===== src/rtl/keyframe_spline_camera_path_defines.svh =====
// Assertion macros shared by the camera path RTL.
// Depends on nothing; included by the modules that carry assertions.
`ifndef KEYFRAME_SPLINE_CAMERA_PATH_DEFINES_SVH
`define KEYFRAME_SPLINE_CAMERA_PATH_DEFINES_SVH

// same-cycle implication, disabled in reset
`define KSCP_ASSERT_NOW(label, clk, rst, ante, cons) \
  label: assert property (@(posedge clk) disable iff (rst) (ante) |-> (cons)) \
    else $error("kscp assertion failed");

// next-cycle implication, disabled in reset
`define KSCP_ASSERT_NEXT(label, clk, rst, ante, cons) \
  label: assert property (@(posedge clk) disable iff (rst) (ante) |=> (cons)) \
    else $error("kscp assertion failed");

`endif


===== src/rtl/kscp_pkg.sv =====
// Package for the keyframe spline camera path: sizes, codes, key record,
// controller states and the command/status structs. Depends on nothing.
`default_nettype none

package kscp_pkg;

  localparam int MAX_KEYS    = 256;
  localparam int ADDR_W      = $clog2(MAX_KEYS);
  localparam int CNT_W       = $clog2(MAX_KEYS + 1);
  localparam int KEY_TOTAL_W = 9;
  localparam int FRAC_W      = 17;            // 0..65536
  localparam int QUO_W       = 16;
  localparam int ACC_W       = 38;            // spline terms stay below 2^37
  localparam int PROD_W      = ACC_W + FRAC_W + 1;

  localparam logic [FRAC_W-1:0] FRAC_ONE = FRAC_W'(65536);
  localparam logic signed [ACC_W-1:0] SAT_HI = ACC_W'(64'sd2147483647);
  localparam logic signed [ACC_W-1:0] SAT_LO = ACC_W'(-64'sd2147483648);

  typedef enum logic [1:0] {
    OP_ADD   = 2'd0,
    OP_CLEAR = 2'd1,
    OP_EVAL  = 2'd2,
    OP_NONE  = 2'd3
  } op_t;

  typedef enum logic [1:0] {
    STAT_OK   = 2'd0,
    STAT_FULL = 2'd1,
    STAT_FEW  = 2'd2
  } stat_t;

  typedef struct packed {
    logic        [31:0] time_ms;
    logic signed [31:0] pos_x;
    logic signed [31:0] pos_y;
    logic signed [31:0] pos_z;
    logic        [15:0] pitch;
    logic        [15:0] yaw;
    logic        [15:0] roll;
  } key_t;

  // memory read address sources
  typedef enum logic [2:0] {
    RD_IDX_M1,
    RD_IDX_P1,
    RD_IDX,
    RD_K0,
    RD_K3
  } rd_sel_t;

  typedef enum logic {
    WR_MOVE,
    WR_NEW
  } wr_sel_t;

  typedef enum logic [4:0] {
    ST_IDLE,
    ST_DECODE,
    ST_INS_RD,
    ST_INS_CHK,
    ST_INS_WR,
    ST_WALK_RD,
    ST_WALK_CHK,
    ST_FETCH0,
    ST_FETCH1,
    ST_FETCH2,
    ST_FETCH3,
    ST_FETCH4,
    ST_DIV,
    ST_DIV_WAIT,
    ST_SPL,
    ST_SPL_WAIT,
    ST_DONE
  } state_t;

  typedef struct packed {
    logic       load_req;
    logic       rd_en;
    rd_sel_t    rd_sel;
    logic       wr_en;
    wr_sel_t    wr_sel;
    logic       idx_load_count;
    logic       idx_clear;
    logic       idx_dec;
    logic       idx_inc;
    logic       cnt_inc;
    logic       cnt_clear;
    logic       cap_en;
    logic [1:0] cap_sel;
    logic       div_start;
    logic       spl_start;
    logic       res_load;
    stat_t      res_status;
    logic       res_eval;
  } ctl_cmd_t;

  typedef struct packed {
    op_t  op;
    logic full;
    logic few;
    logic idx_zero;
    logic rd_gt;
    logic walk_end;
    logic div_done;
    logic spl_done;
    logic out_free;
  } dp_stat_t;

endpackage

`default_nettype wire


===== src/rtl/kscp_ctrl.sv =====
// Controller state machine: sequences insert, clear, segment walk, key
// fetch, divide and spline steps. Depends on kscp_pkg.
`default_nettype none

module kscp_ctrl (
  input  wire logic               clk,
  input  wire logic               rst,
  input  wire logic               req_valid,
  output logic                    req_ready,
  input  wire kscp_pkg::dp_stat_t stat,
  output kscp_pkg::ctl_cmd_t      cmd
);
  import kscp_pkg::*;

  state_t state, state_next;
  stat_t  res_code, res_code_next;
  logic   res_eval, res_eval_next;

  always_ff @(posedge clk) begin
    if (rst) begin
      state    <= ST_IDLE;
      res_code <= STAT_OK;
      res_eval <= 1'b0;
    end else begin
      state    <= state_next;
      res_code <= res_code_next;
      res_eval <= res_eval_next;
    end
  end

  // next state
  always_comb begin
    state_next    = state;
    res_code_next = res_code;
    res_eval_next = res_eval;
    unique case (state)
      ST_IDLE:     if (req_valid) state_next = ST_DECODE;
      ST_DECODE: begin
        res_code_next = STAT_OK;
        res_eval_next = 1'b0;
        unique case (stat.op)
          OP_ADD: begin
            if (stat.full) begin
              res_code_next = STAT_FULL;
              state_next    = ST_DONE;
            end else begin
              state_next = ST_INS_RD;
            end
          end
          OP_EVAL: begin
            if (stat.few) begin
              res_code_next = STAT_FEW;
              state_next    = ST_DONE;
            end else begin
              res_eval_next = 1'b1;
              state_next    = ST_WALK_RD;
            end
          end
          default: state_next = ST_DONE;
        endcase
      end
      ST_INS_RD:   state_next = stat.idx_zero ? ST_INS_WR : ST_INS_CHK;
      ST_INS_CHK:  state_next = stat.rd_gt ? ST_INS_RD : ST_INS_WR;
      ST_INS_WR:   state_next = ST_DONE;
      ST_WALK_RD:  state_next = stat.walk_end ? ST_FETCH0 : ST_WALK_CHK;
      ST_WALK_CHK: state_next = stat.rd_gt ? ST_FETCH0 : ST_WALK_RD;
      ST_FETCH0:   state_next = ST_FETCH1;
      ST_FETCH1:   state_next = ST_FETCH2;
      ST_FETCH2:   state_next = ST_FETCH3;
      ST_FETCH3:   state_next = ST_FETCH4;
      ST_FETCH4:   state_next = ST_DIV;
      ST_DIV:      state_next = ST_DIV_WAIT;
      ST_DIV_WAIT: if (stat.div_done) state_next = ST_SPL;
      ST_SPL:      state_next = ST_SPL_WAIT;
      ST_SPL_WAIT: if (stat.spl_done) state_next = ST_DONE;
      ST_DONE:     if (stat.out_free) state_next = ST_IDLE;
      default:     state_next = ST_IDLE;
    endcase
  end

  // datapath commands
  always_comb begin
    cmd            = '0;
    cmd.rd_sel     = RD_IDX;
    cmd.wr_sel     = WR_NEW;
    cmd.res_status = res_code;
    cmd.res_eval   = res_eval;
    req_ready      = 1'b0;
    unique case (state)
      ST_IDLE: begin
        req_ready    = 1'b1;
        cmd.load_req = req_valid;
      end
      ST_DECODE: begin
        cmd.idx_load_count = (stat.op == OP_ADD);
        cmd.idx_clear      = (stat.op == OP_EVAL);
        cmd.cnt_clear      = (stat.op == OP_CLEAR);
      end
      ST_INS_RD: begin
        cmd.rd_en  = !stat.idx_zero;
        cmd.rd_sel = RD_IDX_M1;
      end
      ST_INS_CHK: begin
        cmd.wr_en   = stat.rd_gt;
        cmd.wr_sel  = WR_MOVE;
        cmd.idx_dec = stat.rd_gt;
      end
      ST_INS_WR: begin
        cmd.wr_en   = 1'b1;
        cmd.cnt_inc = 1'b1;
      end
      ST_WALK_RD: begin
        cmd.rd_en  = !stat.walk_end;
        cmd.rd_sel = RD_IDX_P1;
      end
      ST_WALK_CHK: cmd.idx_inc = !stat.rd_gt;
      ST_FETCH0: begin
        cmd.rd_en  = 1'b1;
        cmd.rd_sel = RD_K0;
      end
      ST_FETCH1: begin
        cmd.rd_en   = 1'b1;
        cmd.rd_sel  = RD_IDX;
        cmd.cap_en  = 1'b1;
        cmd.cap_sel = 2'd0;
      end
      ST_FETCH2: begin
        cmd.rd_en   = 1'b1;
        cmd.rd_sel  = RD_IDX_P1;
        cmd.cap_en  = 1'b1;
        cmd.cap_sel = 2'd1;
      end
      ST_FETCH3: begin
        cmd.rd_en   = 1'b1;
        cmd.rd_sel  = RD_K3;
        cmd.cap_en  = 1'b1;
        cmd.cap_sel = 2'd2;
      end
      ST_FETCH4: begin
        cmd.cap_en  = 1'b1;
        cmd.cap_sel = 2'd3;
      end
      ST_DIV:      cmd.div_start = 1'b1;
      ST_DIV_WAIT: ;
      ST_SPL:      cmd.spl_start = 1'b1;
      ST_SPL_WAIT: ;
      ST_DONE:     cmd.res_load = stat.out_free;
      default: ;
    endcase
  end

endmodule

`default_nettype wire


===== config.mk =====
export PLATFORM = sky130hd
export DESIGN_NAME = kscp_ctrl
export DESIGN_NICKNAME = d
export VERILOG_FILES = /design/src/rtl/keyframe_spline_camera_path_defines.svh /design/src/rtl/kscp_pkg.sv /design/src/rtl/kscp_ctrl.sv
export SDC_FILE = /design/constraint.sdc
export NUM_CORES = 1
export LEC_CHECK = 0
export ABC_AREA = 1
export BUFFER_PORTS_ARGS = -buffer_cell sky130_fd_sc_hd__buf_2
export CAP_MARGIN = 20
export CORE_UTILIZATION = 40
export CTS_CLUSTER_SIZE = 30
export DETAILED_ROUTE_END_ITERATION = 10
export GPL_ROUTABILITY_DRIVEN = 0
export PLACE_DENSITY = 0.69
export SETUP_SLACK_MARGIN = 0.05
export SLEW_MARGIN = 40
export SYNTH_ARGS = -nofsm -noshare
export SYNTH_HDL_FRONTEND = slang
export SYNTH_SLANG_ARGS = --single-unit

===== constraint.sdc =====
create_clock -name clk -period 1.5 [get_ports clk]
set_input_delay 0.075 -clock clk [delete_from_list [all_inputs] [get_ports clk]]
set_output_delay 0.075 -clock clk [all_outputs]
set_load 0.005 [all_outputs]

==> flow_metrics.env, run 1 <==
export IMPL_tightestPinTransition_ps=331
export IMPL_n_fill_cell=183
export IMPL_vias=1151
export IMPL_critPathKind="reg -> out"
export IMPL_cts_buffers=3
export IMPL_cts_root_buffer="clkbuf_4"
export IMPL_critPathSlowestCell="dfxtp_4"
export IMPL_syn_avg_cell_area_um2=6.11
export IMPL_worstSetupStartpointType="flop"
export IMPL_grt_max_degree=14
export IMPL_cts_max_level=1
export IMPL_row_count=16
export IMPL_cts_tree="built"
export IMPL_postPlaceCellArea_um2=1050
export IMPL_crit_chain="inv_6 > nor2_8 > buf_4 > nand4_2 > o2111ai_2 > buf_2"
export IMPL_setup_tns_ps=0
export IMPL_first_pass_iters=4
export IMPL_vias_per_cell=5.18
export IMPL_leakage_uw=0.000760
export IMPL_worstPathArrival_ps=1380
export IMPL_die_x_um=48.4
export IMPL_power_frac_clock_pct=23.3
export IMPL_start_util_pct=43.0
export IMPL_combPwrFrac_pct=42.4
export IMPL_min_period_over_period_pct=96.9
export IMPL_fin_ws_ps=46.3
export IMPL_yosysWarnings=0
export IMPL_cts_buffer_depth=2
export IMPL_post_route_util_pct=65.4
export IMPL_yosys_register_bits=8
export IMPL_wl_mm=2.73
export IMPL_drc=0
export IMPL_fmax_mhz=688
export IMPL_rsz0062_at_grt="true"
export IMPL_clk_pin_slew_worst_paths_ps=60
export IMPL_die_area_um2=2340
export IMPL_final_common_cell="buf_2"
export IMPL_drtIter0Drc=52
export IMPL_synth_fp_nets=154
export IMPL_max_slew_margin_pct=77.7
export IMPL_pre_cts_slack_ps=63.1
export IMPL_antenna_found_initial=0
export IMPL_hp_class="in -> reg"
export IMPL_grt_pass1_wl_mm=4.04
export IMPL_power_uw=712
export IMPL_ant_nets=0
export IMPL_drive_above_1_share_pct=48.7
export IMPL_cp_end_kind="output port"
export IMPL_die_h_um=48.4
export IMPL_layout_common_cells="buf_2 (35), nand2_1 (32), nor2_1 (19)"
export IMPL_areaGrowthSynthToFinish_pct=52.0
export IMPL_nets=210
export IMPL_seq_area_frac_synth_pct=18.6
export IMPL_p_int_uw=438
export IMPL_design_area_um2=1310
export IMPL_cp_num_buf_inv=3
export IMPL_dpl_hpwl_mm=1.86
export IMPL_cpPeakStageDelay_ps=420
export IMPL_grt_pass1_vias=951
export IMPL_io_buffers=35
export IMPL_p_seq_share_pct=34.4
export IMPL_maxCapViolations=0
export IMPL_wl_per_cell_um=12.3
export IMPL_core_um2=2000
export IMPL_finalSetupViolCount=0
export IMPL_min_delay_path_depth=2
export IMPL_antenna_cells=0
export IMPL_grt_use_total_pct=22.1
export IMPL_status="completed"
export IMPL_yosysUniqueCellTypes=31
export IMPL_sw_frac_of_total_pct=38.4
export IMPL_worst_ep_required_time_ps=1420
export IMPL_reg2reg_depth=9
export IMPL_layout_min_cycle_time_ps=1450
export IMPL_io_pins=36
export IMPL_cp_top_family="flip-flops"
export IMPL_finalHoldViolCount=0
export IMPL_fin_skew_ps=12.9
export IMPL_cellPowerDensity_nw_per_um2=544
export IMPL_report_final_slew_viol_count=0
export IMPL_p_sw_uw=274
export IMPL_overflow=0
export IMPL_clock_latency_ps=260
export IMPL_cp_max_fo=5
export IMPL_syn_cell_area_um2=861
export IMPL_vdd_drop_max_v=0.000409
export IMPL_synthCells=141
export IMPL_cp_depth=6
export IMPL_clock_sinks=8
path summary, 6_finish.rpt:
path                 start       end  slack (ps)
setup / recovery  state[1]   cmd[20]          50
hold / removal         rst  state[1]          50
setup reg to reg  state[2]  state[2]         130
hold reg to reg   res_eval  res_eval         470
per-layer routing:
layer	part of all wire, %	GRT usage, %
met1	40	27.3
met2	50	37.3
met3	7.6	2.83
met4	1.9	11.8
met5	0	0
layout make-up:
type / count / area, um^2 / area share (%)
clock buffer: 3 / 22.5 / 1.72
tap: 27 / 33.8 / 2.58
timing repair buffer: 55 / 349 / 26.7
inverter: 26 / 108 / 8.22
multi-input combinational: 103 / 619 / 47.3
sequential: 8 / 176 / 13.5
power groups by stage:
stage	logic [uW]	clock network (uW)	registers [uW]
2_1_floorplan	182	0	240
3_3_place_gp	242	0	247
6_report	302	166	244
4_1_cts	269	168	241
3_5_place_dp	245	0	246
5_1_grt	332	181	246
per-stage QoR:
step                      std cells  hold WS [ps]
after CTS                       212          52.9
after detailed placement        201           337
after global placement          201           335
final                           222          53.6
after floorplan                 141           181
after global routing            222          67.4
registers in the layout (all words and copies together), names as in the netlist:
register and count:
res_eval 1, state 5, res_code 2
worst register-to-register path: cells and delay by family (launching register included):
kind	cells	cell delay, ps
compound gates	2	200
buf+inv	1	130
flops	1	400
simple gates	6	560
repair_timing:
action | CTS | global route
gates resized for setup | 12 | 15
setup buffers | 8 | 10
endpoints found under the setup margin | 10 | 9
pin swaps | 2 | 7
gates cloned | 0 | 0
hold buffers | 0 | 0
cells in the mapped netlist:
master / count / area (um^2)
nand2_1: 33 / 124
nor2_1: 21 / 78.8
inv_1: 20 / 75.1
nand3_1: 9 / 45.0
dfxtp_1: 8 / 160
a21oi_1: 6 / 30.0
inv_2: 5 / 18.8
nor2_2: 4 / 25.0
o21ai_0: 4 / 20.0
nand3_2: 3 / 30.0
nand4_1: 3 / 18.8
nor2_4: 3 / 33.8
a22oi_1: 2 / 15.0
buf_4: 2 / 15.0
o211ai_1: 2 / 15.0
a21oi_2: 1 / 8.76
a21oi_4: 1 / 16.3
a32oi_1: 1 / 8.76
buf_1: 1 / 3.75
clkbuf_8: 1 / 13.8
inv_4: 1 / 6.26
nand2_2: 1 / 6.26
nand3b_4: 1 / 20.0
nand4_2: 1 / 12.5
nor2_8: 1 / 20.0
nor3_1: 1 / 5.00
nor4_1: 1 / 6.26
o2111ai_1: 1 / 8.76
o21ai_1: 1 / 5.00
o21ai_2: 1 / 8.76
or2_2: 1 / 6.26
cells by family after synthesis:
logic type	count (synthesis)	synth area share, %
AO/OA/AOI/OAI	20	15.8
buffers and inverters	30	15.4
flip-flops	8	18.6
AND/OR/NAND/NOR	83	50.1
Note: power is estimated with default switching activity, not from simulation.
==> inputs of run 2 (changes only) <==
--- a/config.mk
+++ b/config.mk
@@ -13,6 +13,7 @@
 export DETAILED_ROUTE_END_ITERATION = 10
 export GPL_ROUTABILITY_DRIVEN = 0
 export PLACE_DENSITY = 0.69
+export REMOVE_ABC_BUFFERS = 1
 export SETUP_SLACK_MARGIN = 0.05
 export SLEW_MARGIN = 40
 export SYNTH_ARGS = -nofsm -noshare
==> flow_metrics.env, run 2 (synthesis results as in run 1) <==
export IMPL_die_x_um=48.4
export IMPL_clk_pin_slew_worst_paths_ps=50
export IMPL_hp_class="in -> reg"
export IMPL_max_slew_margin_pct=80.7
export IMPL_r2r_slack_ps=130
export IMPL_pre_cts_slack_ps=93.4
export IMPL_drive_above_1_share_pct=47.3
export IMPL_layout_common_cells="buf_2 (35), nand2_1 (30), inv_1 (20)"
export IMPL_hold_path_end="res_code[1]"
export IMPL_worstPathArrival_ps=1390
export IMPL_reg_top3="state: 5 flops, res_code: 2 flops, res_eval: 1 flops"
export IMPL_finalSetupViolCount=0
export IMPL_min_from="stat[6]"
export IMPL_cts_root_buffer="clkbuf_4"
export IMPL_drtIter0Drc=42
export IMPL_tightestPinTransition_ps=289
export IMPL_fin_ws_ps=35.5
export IMPL_layout_min_cycle_time_ps=1460
export IMPL_vdd_drop_max_v=0.000449
export IMPL_status="completed"
export IMPL_cts_buffers=3
export IMPL_first_pass_iters=4
export IMPL_postCtsHoldBufs=0
export IMPL_report_final_slew_viol_count=0
export IMPL_ant_nets=0
export IMPL_die_area_um2=2340
export IMPL_finalHoldViolCount=0
export IMPL_start_util_pct=43.0
export IMPL_startpoint="state[0]"
export IMPL_areaGrowthSynthToFinish_pct=42.9
export IMPL_rr_startpoint="state[3]"
export IMPL_reg2reg_to="state[4]"
export IMPL_min_delay_path_depth=3
export IMPL_min_period_over_period_pct=97.6
export IMPL_rsz0062_at_grt="true"
export IMPL_clock_latency_ps=250
export IMPL_wl_per_cell_um=12.2
export IMPL_grt_use_total_pct=22.0
export IMPL_vias_per_cell=5.17
export IMPL_nets=201
export IMPL_worst_ep_required_time_ps=1420
export IMPL_fmax_mhz=683
export IMPL_drc=0
export IMPL_row_count=16
export IMPL_maxCapViolations=0
export IMPL_io_pins=36
export IMPL_antenna_cells=0
export IMPL_cts_tree="built"
export IMPL_critPathKind="reg -> out"
export IMPL_cts_buffer_depth=2
export IMPL_reg2reg_depth=10
export IMPL_antenna_found_initial=0
export IMPL_worstSetupStartpointType="flop"
export IMPL_holdWs_ps=79.6
export IMPL_overflow=0
export IMPL_grt_pass1_vias=950
export IMPL_core_um2=2000
export IMPL_cp_max_fo=7
export IMPL_die_h_um=48.4
export IMPL_wl_mm=2.61
export IMPL_vias=1102
export IMPL_fin_skew_ps=2.24
export IMPL_grt_max_degree=14
export IMPL_clock_sinks=8
export IMPL_cts_max_level=1
export IMPL_grt_pass1_wl_mm=4.08
export IMPL_largest_register_ffs=5
export IMPL_leakage_uw=0.000713
export IMPL_final_common_cell="buf_2"
export IMPL_top_register="state"
export IMPL_cp_end_kind="output port"
export IMPL_dpl_hpwl_mm=1.90
export IMPL_cellPowerDensity_nw_per_um2=567
export IMPL_io_buffers=35
run 2: changes by cell type in the layout (fill, tap and decap cells not counted), sizes merged:
cell  previous run  this run
buf             55        46
run 2: per-stage QoR:
| step | instance area [um^2] | std cells | total power (uW) | setup TNS, ps | util (%) |
|---|---|---|---|---|---|
| 6_report | 1230 | 213 | 697 | 0 | 61.4 |
| 5_1_grt | 1230 | 213 | 740 | -53.6 | 61.4 |
| 4_1_cts | 1150 | 209 | 672 | 0 | 57.6 |
| 3_5_place_dp | 1050 | 201 | 489 | 0 | 52.6 |
| 3_3_place_gp | 1050 | 201 | 484 | 0 | 52.6 |
| 2_1_floorplan | 828 | 137 | 401 | 0 | - |
run 2: worst max path at each step:
stage | to | slack [ps] | cells after the start
after floorplan | state[0] | 110 | 8
after global placement | state[1] | 90 | 9
after detailed placement | state[1] | 90 | 9
after CTS | cmd[20] | 30 | 5
after global routing | cmd[20] | -30 | 7
final | cmd[20] | 40 | 7
run 2: repair_timing:
item / in CTS / in global routing
pin swaps: 2 / 9
endpoints found under the hold margin: 0 / 0
resized for setup: 9 / 17
gates cloned: 0 / 0
setup buffers: 5 / 4
endpoints found under the setup margin: 7 / 10
run 2: power breakdown:
group	leakage (uW)	internal (uW)	switching, uW
registers	0.0000683	223	21.2
clock network	0.0000138	91.5	72.5
logic	0.000631	111	178
total	0.000713	425	272
run 2: critical path: stages, from the launching register on:
cell and delay, ps:
dfxtp_4 370, buf_6 130, nor2_8 150, inv_4 50, a21oi_4 150, inv_1 60, o2111ai_1 90, buf_2 140
run 2: area by class of cell:
| cell class | count | area (um^2) |
|---|---|---|
| multi-input cells | 103 | 616 |
| repair buffers | 46 | 274 |
| well taps | 27 | 33.8 |
| inverters | 26 | 108 |
| fillers | 189 | 772 |
| clock buffers | 3 | 22.5 |
| flip-flops and latches | 8 | 176 |
run 2: metal layers:
metal / GRT usage, % / wire length (um) / part of all wire [%] / vias up
li1: - / - / - / 542
met2: 40.1 / 1310 / 50 / 59
met1: 24.5 / 1040 / 40 / 495
met5: 0 / 0 / 0 / -
met3: 4.09 / 181 / 6.9 / 6
met4: 10.3 / 66 / 2.5 / 0
